### src/hw/rtl/rstbl_pkg.sv
`timescale 1ns / 1ps

package rstbl_pkg;

    localparam int CALL_W      = 48;
    localparam int SSID_W      = 4;
    localparam int TIME_W      = 32;
    localparam int ENTRIES_DEF = 20;

    localparam logic [TIME_W-1:0] WINDOW_RESET = TIME_W'(6000000);
    localparam logic [TIME_W-1:0] TIME_MAX     = '1;

    // stream payload widths, padded to whole bytes
    localparam int S_TDATA_W = ((CALL_W + SSID_W + TIME_W + 7) / 8) * 8;
    localparam int M_TDATA_W = ((CALL_W + SSID_W + 7) / 8) * 8;

    typedef enum logic
    {
        OP_HEARD = 1'b0,
        OP_QUERY = 1'b1
    } op_t;

    typedef struct packed
    {
        logic [CALL_W-1:0] call;
        logic [SSID_W-1:0] ssid;
        logic [TIME_W-1:0] stamp;
    } entry_t;

    localparam int ENTRY_W = $bits(entry_t);

endpackage

### src/hw/rtl/rstbl_ram.sv
`timescale 1ns / 1ps

module rstbl_ram #(
    parameter int WIDTH = 8,
    parameter int DEPTH = 16,
    localparam int AW = (DEPTH > 1) ? $clog2(DEPTH) : 1
) (
    input  logic             clk,
    input  logic             we,
    input  logic [AW-1:0]    waddr,
    input  logic [WIDTH-1:0] wdata,
    input  logic [AW-1:0]    raddr,
    output logic [WIDTH-1:0] rdata
);

    logic [WIDTH-1:0] mem [DEPTH];
    logic [WIDTH-1:0] rdata_reg;

    always_ff @(posedge clk)
    begin
        if (we)
        begin
            mem[waddr] <= wdata;
        end
        rdata_reg <= mem[raddr];
    end

    assign rdata = rdata_reg;

endmodule

### src/hw/rtl/recent_station_table_top.sv
`timescale 1ns / 1ps
// The scan sequencer reads (S_READ) and then checks (S_CHECK) each entry in turn through one RAM read port.
// Heard item: the scan stops at a matching entry, else covers all ENTRIES and picks the oldest stamp; then S_WRITE.
// Query item: scans all ENTRIES and can stall on the output; results stream out during the scan.
// Throughput: one item per scan; s_axis_tready is high only between scans.
// Reset (rst_n low, async): table empty, window_ticks = 6000000, no result pending.

module recent_station_table_top
    import rstbl_pkg::*;
#(
    parameter int ENTRIES = ENTRIES_DEF
) (
    input  logic                 clk,
    input  logic                 rst_n,
    // configuration: window_ticks
    input  logic                 cfg_valid,
    output logic                 cfg_ready,
    input  logic [TIME_W-1:0]    cfg_data,
    // input items
    input  logic                 s_axis_tvalid,
    output logic                 s_axis_tready,
    input  logic [S_TDATA_W-1:0] s_axis_tdata,  // station_call[47:0], station_ssid[51:48], now[83:52]
    input  logic                 s_axis_tuser,  // opcode
    // results
    output logic                 m_axis_tvalid,
    input  logic                 m_axis_tready,
    output logic [M_TDATA_W-1:0] m_axis_tdata,  // listed_call[47:0], listed_ssid[51:48]
    output logic                 m_axis_tuser,  // valid_res
    output logic                 m_axis_tlast   // last
);

    localparam int IDX_W = (ENTRIES > 1) ? $clog2(ENTRIES) : 1;
    localparam logic [IDX_W-1:0] IDX_LAST = IDX_W'(ENTRIES - 1);

    typedef enum logic [4:0]
    {
        S_IDLE  = 5'b00001,
        S_READ  = 5'b00010,
        S_CHECK = 5'b00100,
        S_FINAL = 5'b01000,
        S_WRITE = 5'b10000
    } state_t;

    state_t state_reg, state_next;

    logic [TIME_W-1:0]  window_reg, window_next;
    logic [ENTRIES-1:0] valid_bits_reg, valid_bits_next;

    // latched item
    op_t               op_reg, op_next;
    logic [CALL_W-1:0] call_reg, call_next;
    logic [SSID_W-1:0] ssid_reg, ssid_next;
    logic [TIME_W-1:0] now_reg, now_next;

    // scan state
    logic [IDX_W-1:0]  idx_reg, idx_next;
    logic [IDX_W-1:0]  best_idx_reg, best_idx_next;
    logic [TIME_W-1:0] best_time_reg, best_time_next;
    logic              have_reg, have_next;
    logic [CALL_W-1:0] held_call_reg, held_call_next;
    logic [SSID_W-1:0] held_ssid_reg, held_ssid_next;

    // output register
    logic              out_valid_reg, out_valid_next;
    logic              out_flag_reg, out_flag_next;
    logic              out_last_reg, out_last_next;
    logic [CALL_W-1:0] out_call_reg, out_call_next;
    logic [SSID_W-1:0] out_ssid_reg, out_ssid_next;

    logic              ram_we;
    entry_t            ram_wdata;
    logic [ENTRY_W-1:0] ram_rdata;
    entry_t            ent;
    logic              out_free;
    logic              is_match;
    logic              is_older;
    logic              in_window;
    logic [TIME_W-1:0] win_edge;

    rstbl_ram #(
        .WIDTH (ENTRY_W),
        .DEPTH (ENTRIES)
    ) u_ram (
        .clk   (clk),
        .we    (ram_we),
        .waddr (best_idx_reg),
        .wdata (ram_wdata),
        .raddr (idx_reg),
        .rdata (ram_rdata)
    );

    // never-written entries read as the cleared value
    assign ent = valid_bits_reg[idx_reg] ? entry_t'(ram_rdata) : '0;

    assign ram_wdata = '{call: call_reg, ssid: ssid_reg, stamp: now_reg};
    assign win_edge  = ent.stamp + window_reg;
    assign is_match  = (ent.call == call_reg) && (ent.ssid == ssid_reg);
    assign is_older  = ent.stamp < best_time_reg;
    assign in_window = (ent.stamp != '0) && (ent.stamp <= now_reg) && (win_edge >= now_reg);
    assign out_free  = !out_valid_reg || m_axis_tready;

    assign cfg_ready     = 1'b1;
    assign s_axis_tready = (state_reg == S_IDLE);
    assign m_axis_tvalid = out_valid_reg;
    assign m_axis_tuser  = out_flag_reg;
    assign m_axis_tlast  = out_last_reg;
    assign m_axis_tdata  = M_TDATA_W'({out_ssid_reg, out_call_reg});

    always_comb
    begin
        state_next      = state_reg;
        window_next     = window_reg;
        valid_bits_next = valid_bits_reg;
        op_next         = op_reg;
        call_next       = call_reg;
        ssid_next       = ssid_reg;
        now_next        = now_reg;
        idx_next        = idx_reg;
        best_idx_next   = best_idx_reg;
        best_time_next  = best_time_reg;
        have_next       = have_reg;
        held_call_next  = held_call_reg;
        held_ssid_next  = held_ssid_reg;
        out_flag_next   = out_flag_reg;
        out_last_next   = out_last_reg;
        out_call_next   = out_call_reg;
        out_ssid_next   = out_ssid_reg;
        out_valid_next  = out_valid_reg && !m_axis_tready;
        ram_we          = 1'b0;

        if (cfg_valid)
        begin
            window_next = cfg_data;
        end

        case (state_reg)
            S_IDLE:
            begin
                if (s_axis_tvalid)
                begin
                    op_next        = op_t'(s_axis_tuser);
                    call_next      = s_axis_tdata[CALL_W-1:0];
                    ssid_next      = s_axis_tdata[CALL_W+SSID_W-1:CALL_W];
                    now_next       = s_axis_tdata[CALL_W+SSID_W+TIME_W-1:CALL_W+SSID_W];
                    idx_next       = '0;
                    best_idx_next  = '0;
                    best_time_next = TIME_MAX;
                    have_next      = 1'b0;
                    state_next     = S_READ;
                end
            end

            S_READ:
            begin
                state_next = S_CHECK;
            end

            S_CHECK:
            begin
                if (op_reg == OP_HEARD)
                begin
                    if (is_match)
                    begin
                        best_idx_next = idx_reg;
                        state_next    = S_WRITE;
                    end
                    else
                    begin
                        if (is_older)
                        begin
                            best_idx_next  = idx_reg;
                            best_time_next = ent.stamp;
                        end
                        if (idx_reg == IDX_LAST)
                        begin
                            state_next = S_WRITE;
                        end
                        else
                        begin
                            idx_next   = idx_reg + 1'b1;
                            state_next = S_READ;
                        end
                    end
                end
                else if (!(in_window && have_reg && !out_free))
                begin
                    // a hit is held back one step so the final one can carry last
                    if (in_window)
                    begin
                        if (have_reg)
                        begin
                            out_valid_next = 1'b1;
                            out_flag_next  = 1'b1;
                            out_last_next  = 1'b0;
                            out_call_next  = held_call_reg;
                            out_ssid_next  = held_ssid_reg;
                        end
                        have_next      = 1'b1;
                        held_call_next = ent.call;
                        held_ssid_next = ent.ssid;
                    end
                    if (idx_reg == IDX_LAST)
                    begin
                        state_next = S_FINAL;
                    end
                    else
                    begin
                        idx_next   = idx_reg + 1'b1;
                        state_next = S_READ;
                    end
                end
            end

            S_FINAL:
            begin
                if (out_free)
                begin
                    out_valid_next = 1'b1;
                    out_flag_next  = have_reg;
                    out_last_next  = 1'b1;
                    out_call_next  = have_reg ? held_call_reg : '0;
                    out_ssid_next  = have_reg ? held_ssid_reg : '0;
                    state_next     = S_IDLE;
                end
            end

            S_WRITE:
            begin
                ram_we                        = 1'b1;
                valid_bits_next[best_idx_reg] = 1'b1;
                state_next                    = S_IDLE;
            end

            default:
            begin
                state_next = S_IDLE;
            end
        endcase
    end

    always_ff @(posedge clk or negedge rst_n)
    begin
        if (!rst_n)
        begin
            state_reg      <= S_IDLE;
            window_reg     <= WINDOW_RESET;
            valid_bits_reg <= '0;
            out_valid_reg  <= 1'b0;
        end
        else
        begin
            state_reg      <= state_next;
            window_reg     <= window_next;
            valid_bits_reg <= valid_bits_next;
            out_valid_reg  <= out_valid_next;
        end
    end

    always_ff @(posedge clk)
    begin
        op_reg        <= op_next;
        call_reg      <= call_next;
        ssid_reg      <= ssid_next;
        now_reg       <= now_next;
        idx_reg       <= idx_next;
        best_idx_reg  <= best_idx_next;
        best_time_reg <= best_time_next;
        have_reg      <= have_next;
        held_call_reg <= held_call_next;
        held_ssid_reg <= held_ssid_next;
        out_flag_reg  <= out_flag_next;
        out_last_reg  <= out_last_next;
        out_call_reg  <= out_call_next;
        out_ssid_reg  <= out_ssid_next;
    end

    a_write_marks_valid : assert property (@(posedge clk) disable iff (!rst_n)
        ram_we |=> valid_bits_reg[$past(best_idx_reg)])
        else $error("written entry not marked valid");

    a_valid_bits_sticky : assert property (@(posedge clk) disable iff (!rst_n)
        state_reg != S_IDLE |=> (valid_bits_reg & $past(valid_bits_reg)) == $past(valid_bits_reg))
        else $error("valid bit cleared outside reset");

    a_scan_in_range : assert property (@(posedge clk) disable iff (!rst_n)
        state_reg == S_CHECK |-> idx_reg <= IDX_LAST)
        else $error("scan index beyond table");

    a_empty_is_last : assert property (@(posedge clk) disable iff (!rst_n)
        (m_axis_tvalid && !m_axis_tuser) |-> m_axis_tlast)
        else $error("empty answer without last");

endmodule
### config.mk
export PLATFORM = sky130hd
export DESIGN_NAME = recent_station_table_top
export DESIGN_NICKNAME = d
export VERILOG_FILES = /design/src/hw/rtl/rstbl_pkg.sv /design/src/hw/rtl/rstbl_ram.sv /design/src/hw/rtl/recent_station_table_top.sv
export SDC_FILE = /design/constraint.sdc
export NUM_CORES = 2
export LEC_CHECK = 0
export BUFFER_PORTS_ARGS = -buffer_cell sky130_fd_sc_hd__clkbuf_2
export CAP_MARGIN = 20
export CELL_PAD_IN_SITES_DETAIL_PLACEMENT = 0
export CELL_PAD_IN_SITES_GLOBAL_PLACEMENT = 1
export CORE_ASPECT_RATIO = 1.1
export CORE_MARGIN = 2
export CORE_UTILIZATION = 45
export DETAILED_ROUTE_END_ITERATION = 7
export PLACE_DENSITY = 0.65
export SLEW_MARGIN = 20
export SYNTH_ARGS = -nofsm -noshare
export SYNTH_HDL_FRONTEND = slang
export SYNTH_HIERARCHICAL = 1
export SYNTH_SLANG_ARGS = --single-unit
### constraint.sdc
create_clock -name clk -period 17.8 [get_ports clk]
set_input_delay 0.89 -clock clk [delete_from_list [all_inputs] [get_ports clk]]
set_output_delay 0.89 -clock clk [all_outputs]
set_load 0.05 [all_outputs]
; After elaboration in Yosys (flattened, before gate mapping)
; Memory sizes are Yosys's and may differ from the RTL's. A register that Yosys moved wholly into a read port is not among the register bits.
; Index checks and enable logic that the tools add are counted.
[totals]
reg_bits = 292
ram_bits = 1680
inputBits = 126
output_inout_bits = 61
word_cells = 139
memories = 1
[op_classes]
n_addsub = 2
magnitude_cmp = 6
eq_ne = 20
muxes = 68
n_bitwise = 2
n_reduce_logical = 22
[memory_table]
columns = name, words, word_bits, rd, rd_ports_with_merged_regs, write_ports, line_no
row1 = u_ram.mem, 20, 84, 1, 1, 1, rstbl_ram.sv:16  ; logic [WIDTH-1:0] mem [DEPTH];
[op_table]
columns = op, n
row1 = $mux W48, 6
row2 = $mux W32, 4
row3 = $pmux W48 S2, 1
row4 = $mux W84, 1
row5 = $mux W5, 14
row6 = $pmux W32 S2, 1
row7 = $eq A48 B48 Y1, 1
row8 = $add A32 B32 Y32, 1
row9 = $ge A32 B32 Y1, 1
row10 = $le A32 B32 Y1, 1
row11 = $lt A32 B32 Y1, 1
row12 = $reduce_bool A32 Y1, 1
row13 = $mux W4, 7
row14 = $mux W1, 24
row15 = $or A20 B20 Y20, 1
row16 = $pmux W5 S2, 2
row17 = $pmux W5 S4, 1
row18 = $ne A2 B2 Y1 const B, 9
row19 = $lt A5 B6 Y1 const B, 2
row20 = $reduce_and A4 Y1, 3
row21 = $eq A5 B5 Y1 const B, 2
row22 = $reduce_and A5 Y1, 2
row23 = $ne A3 B3 Y1 const B, 3
row24 = $pmux W1 S2, 4
row25 = 18 further kinds, 27

; Logic depth before layout (Yosys ltp)
[logic_depth]
word_depth = 11
depth_mapped = 30
depth_no_buf = 27

; Hierarchy
; Netlist, hierarchy kept.
[by_module_without_submodules]
columns = mod, instances, cells_each, area_per_inst_um2, seq_area_each_um2
row1 = rstbl_ram, 1, 3504, 66303.6, 52130.0
row2 = recent_station_table_top, 1, 1448, 16313.1, 8491.9

; Worst setup path after synthesis
; OpenSTA, ideal clock, no wires.
[synth_path]
path_type = flip-flop to flip-flop
from = register idx_reg[3]
to = register out_last_reg, in the netlist m_axis_tlast (enable)
setup_time_ps = 533
arrival_time_ps = 9421
required_ps = 17267
path_slack_ps = 7847
path_stages_with_launch = 28
n_path_buf = 3
synth_period_minus_slack_ps = 9953
path_cell_list = edfxtp_1 buf_2 nor3b_1 a32o_2 o41ai_4 nand2_2 clkbuf_1 clkbuf_1 and2_1 ha_1 a21o_1 a21o_1 a21o_1 a21o_1 a211oi_1 o21ai_0 a31oi_1 o221ai_1 a21oi_1 xnor2_1 ha_1 nand2_1 nor4_1 nand3_1 o211ai_1 a221oi_1 o41a_1 nor3_1
[synth_lines]
columns = element, line_no
row1 = start: declaration, recent_station_table_top.sv:56  ; logic [IDX_W-1:0] idx_reg, idx_next;
row2 = start signal: assignment, recent_station_table_top.sv:265  ; idx_reg <= idx_next;
row3 = end signal: assignment, recent_station_table_top.sv:272  ; out_last_reg <= out_last_next;
row4 = end: declaration, recent_station_table_top.sv:66  ; logic out_last_reg, out_last_next;

==> impl_metrics.json <==
{
  "clockBufferDepth": 3,
  "power_density_mw_per_mm2": 135,
  "drtAntennaViolNets": 0,
  "synth_cells": 4952,
  "crit_path_end_kind": "flip-flop",
  "firstDrtPassIters": 5,
  "finalSetupViolCount": 0,
  "grt-ovfl-total": 0,
  "syn-mean-instance-area_um2": 16.7,
  "p_clk_share_pct": 34.5,
  "maxCapViolations": 0,
  "critPathRequiredTime_ns": 18.26,
  "p_leak_nw": 32.5,
  "sw_frac_of_total_pct": 28.9,
  "yosysSeqAreaShare_pct": 73.4,
  "intPower_mw": 8.97,
  "ys_warn_count": 6,
  "hold_path.class": "primary input to flip-flop",
  "synth_area_leaders": "edfxtp_1 70%, mux2i_1 7.3%, mux4_2 2.3%, dfxtp_1 2.0%, ha_1 1.8%",
  "layout-drive-gt1-share_pct": 16.0,
  "status": "completed",
  "cp_slowest_cell": "edfxtp_1",
  "tightest_slew_ns": 1.12,
  "final_common_cell": "edfxtp_1",
  "arrival_ns": 9.13,
  "core.rowCount": 164,
  "vdd_drop_max_mv": 0.119,
  "grt_max_degree": 132,
  "synth_largest_area_cell": "edfxtp_1",
  "io_buffers": 177,
  "crit_path_end": "held_call_reg[29]",
  "drt_iter0_drc": 4221,
  "yosys.area_share.simple_pct": 5.48,
  "async_flop_share_pct": 2.82,
  "r2r-end": "held_call_reg[29]",
  "r2r_setup_slack_ns": 9.14,
  "chipWidth_um": 413,
  "track_usage_pct": 23.4,
  "synth_edf_count": 1914,
  "drv_slew": 0,
  "antenna_found_initial": 10,
  "wire_per_inst_um": 28.2,
  "cts_hold_buf": 0,
  "gp_congestion": 0.794,
  "initial_core_util_pct": 45.4,
  "synth_top_family_by_area": "multiplexers",
  "grt_setup_unrepaired": "false",
  "largest_reg_flops": 1680,
  "worstSkewPairLatency_ns": 0.86,
  "period_share_pct": 48.7,
  "synth_compound_area_share_pct": 5.44,
  "final_nets": 5457,
  "final_cell_mix": "1,914 x edfxtp_1, 600 x mux2i_1, 240 x nand2_1",
  "die-area_mm2": 0.187,
  "synth-xor-area-share_pct": 0.541,
  "clkSlewWorstSetupHoldPaths_ns": 0.07,
  "post_cts_buffers": 0,
  "dr_total_vias": 44900,
  "synth_flop_cell": "edfxtp_1",
  "slew_headroom_pct": 25.6,
  "cts_resized": 0,
  "cts_root_buf": "clkbuf_16",
  "die_y_um": 453,
  "synth_top_area_share_pct": 69.6,
  "yosys-mux-area-fraction_pct": 11.1,
  "worst-path-max-fanout": 106,
  "p_sw_mw": 3.64,
  "via_per_inst": 5.76,
  "dpl_cell_area_mm2": 0.0863,
  "synthAdderAreaFrac_pct": 1.81,
  "cts_tree": "done",
  "fin_area_mm2": 0.0931,
  "synth_area_mm2": 0.0826,
  "crit_path_start": "idx_reg[0]",
  "routed_wl_um": 220000,
  "crit_type": "flip-flop to flip-flop",
  "ios": 187,
  "clock.fmax_mhz": 115,
  "fin_crit_ns": 8.66,
  "critPathMaxStageDelay_ns": 0.68,
  "reg2regPathDepth": 29,
  "r2r_start": "idx_reg[0]",
  "fin_skew_ns": 0.0565,
  "grt_pass1_vias": 44000,
  "ys_types": 92,
  "tns_ns": 0,
  "grt_first_pass_wirelength_um": 315000,
  "cts_inserted_buffers": 206,
  "cts_max_level": 4,
  "p_comb_share_pct": 17.2,
  "ys_ff_latch": 2056,
  "hpwl_um": 120000,
  "critPathLaunchType": "flip-flop",
  "core_area_mm2": 0.182,
  "p_seq_share_pct": 48.4,
  "drcViolationCount": 0,
  "area_delta_synth_final_pct": 12.7,
  "clock_sinks": 2056,
  "hold_viol_final": 0
}
[per-stage QoR]
stage          power, mW  utilization [%]  hold WS, ns  setup slack, ns  cells
4_1_cts             12.7             51.2        0.126             9.02   7805
5_1_grt             13.1             51.2        0.161             8.53   7806
2_1_floorplan       7.53                -        0.421             7.85   4955
6_report            12.6             51.2        0.200             9.14   7806
3_3_place_gp        8.34             47.4        0.434             9.02   7414
3_5_place_dp        8.36             47.4        0.439             9.04   7414
[Yosys cell counts, types with 6 or more instances]
master	n
xor2_1	10
nand4_1	22
xnor2_1	41
nor2_1	186
and2_1	76
mux4_2	85
mux2_2	112
buf_4	46
a21oi_1	145
nor3b_1	6
o31ai_1	6
a31oi_1	21
a211oi_1	86
inv_1	107
mux2i_1	600
nor2b_1	70
o21ai_1	7
a2111oi_1	6
ha_1	116
a22oi_1	85
buf_6	38
edfxtp_1	1914
dfxtp_1	84
buf_1	15
o211ai_1	6
o21a_1	7
nand3b_1	10
nand3_1	186
and3_1	11
o21ai_0	41
o32ai_1	15
dfrtp_1	47
nor3_1	37
nand2b_1	42
o22ai_1	93
a21o_1	69
nand2_1	241
dfstp_2	11
nor4_1	16
clkbuf_1	75
o2111ai_1	8
buf_2	61
[per-layer routing]
layer	global-route usage [%]	vias to the layer above	routed length (um)
met3	3.44	240	12500
met1	33.7	23500	97800
li1	-	19900	-
met2	37.9	1340	105000
met5	0	-	34
met4	5.28	6	4100
[power groups by stage]
stage / clock network (mW) / registers (mW) / logic, mW
after floorplan: 0 / 6.05 / 1.48
after global placement: 0 / 6.18 / 2.16
after detailed placement: 0 / 6.20 / 2.17
after CTS: 4.43 / 6.10 / 2.18
after global routing: 4.61 / 6.13 / 2.32
final: 4.35 / 6.09 / 2.16
[how the worst min path moves through the flow]
| stage | from | end | slack, ns | cells past startpoint |
|---|---|---|---|---|
| 3_5_place_dp | valid_bits_reg[17] | valid_bits_reg[17] | 0.44 | 1 |
| 3_3_place_gp | valid_bits_reg[8] | valid_bits_reg[8] | 0.43 | 1 |
| 5_1_grt | s_axis_tdata[19] | call_reg[19] | 0.16 | 1 |
| 4_1_cts | s_axis_tdata[19] | call_reg[19] | 0.13 | 1 |
| 6_report | s_axis_tdata[19] | call_reg[19] | 0.20 | 1 |
| 2_1_floorplan | valid_bits_reg[8] | valid_bits_reg[8] | 0.42 | 1 |
[cell families (layout without fill, tap and decap cells)]
| family | count (synthesis) | in the layout |
|---|---|---|
| XOR/XNOR | 51 | 51 |
| adder cells (fa/ha/maj) | 120 | 120 |
| AO/OA/AOI/OAI | 656 | 656 |
| multiplexers | 799 | 799 |
| AND/OR/NAND/NOR | 926 | 926 |
| buffers and inverters | 342 | 785 |
| other | 2 | 6 |
| flip-flops | 2056 | 2056 |
[worst max-delay path, delay by kind of cell, from the launching register on]
kind	cells	cell delay (ns)
buffers and inverters	4	1.87
and+or+nand+nor	7	1.82
adders and majority gates	3	0.73
DFF	1	0.68
muxes	1	0.61
AOI/OAI and AO/OA	14	2.41
[layout make-up]
cell class | count | area, um^2
Sequential cell | 2056 | 60600
Timing Repair Buffer | 287 | 1780
Fill cell | 15000 | 88900
Antenna cell | 1 | 2.50
Inverter | 107 | 407
Clock inverter | 103 | 1150
Tap cell | 2407 | 3010
Multi-Input combinational cell | 2557 | 20500
Clock buffer | 288 | 5710
Note: power is estimated with default switching activity, not from simulation.
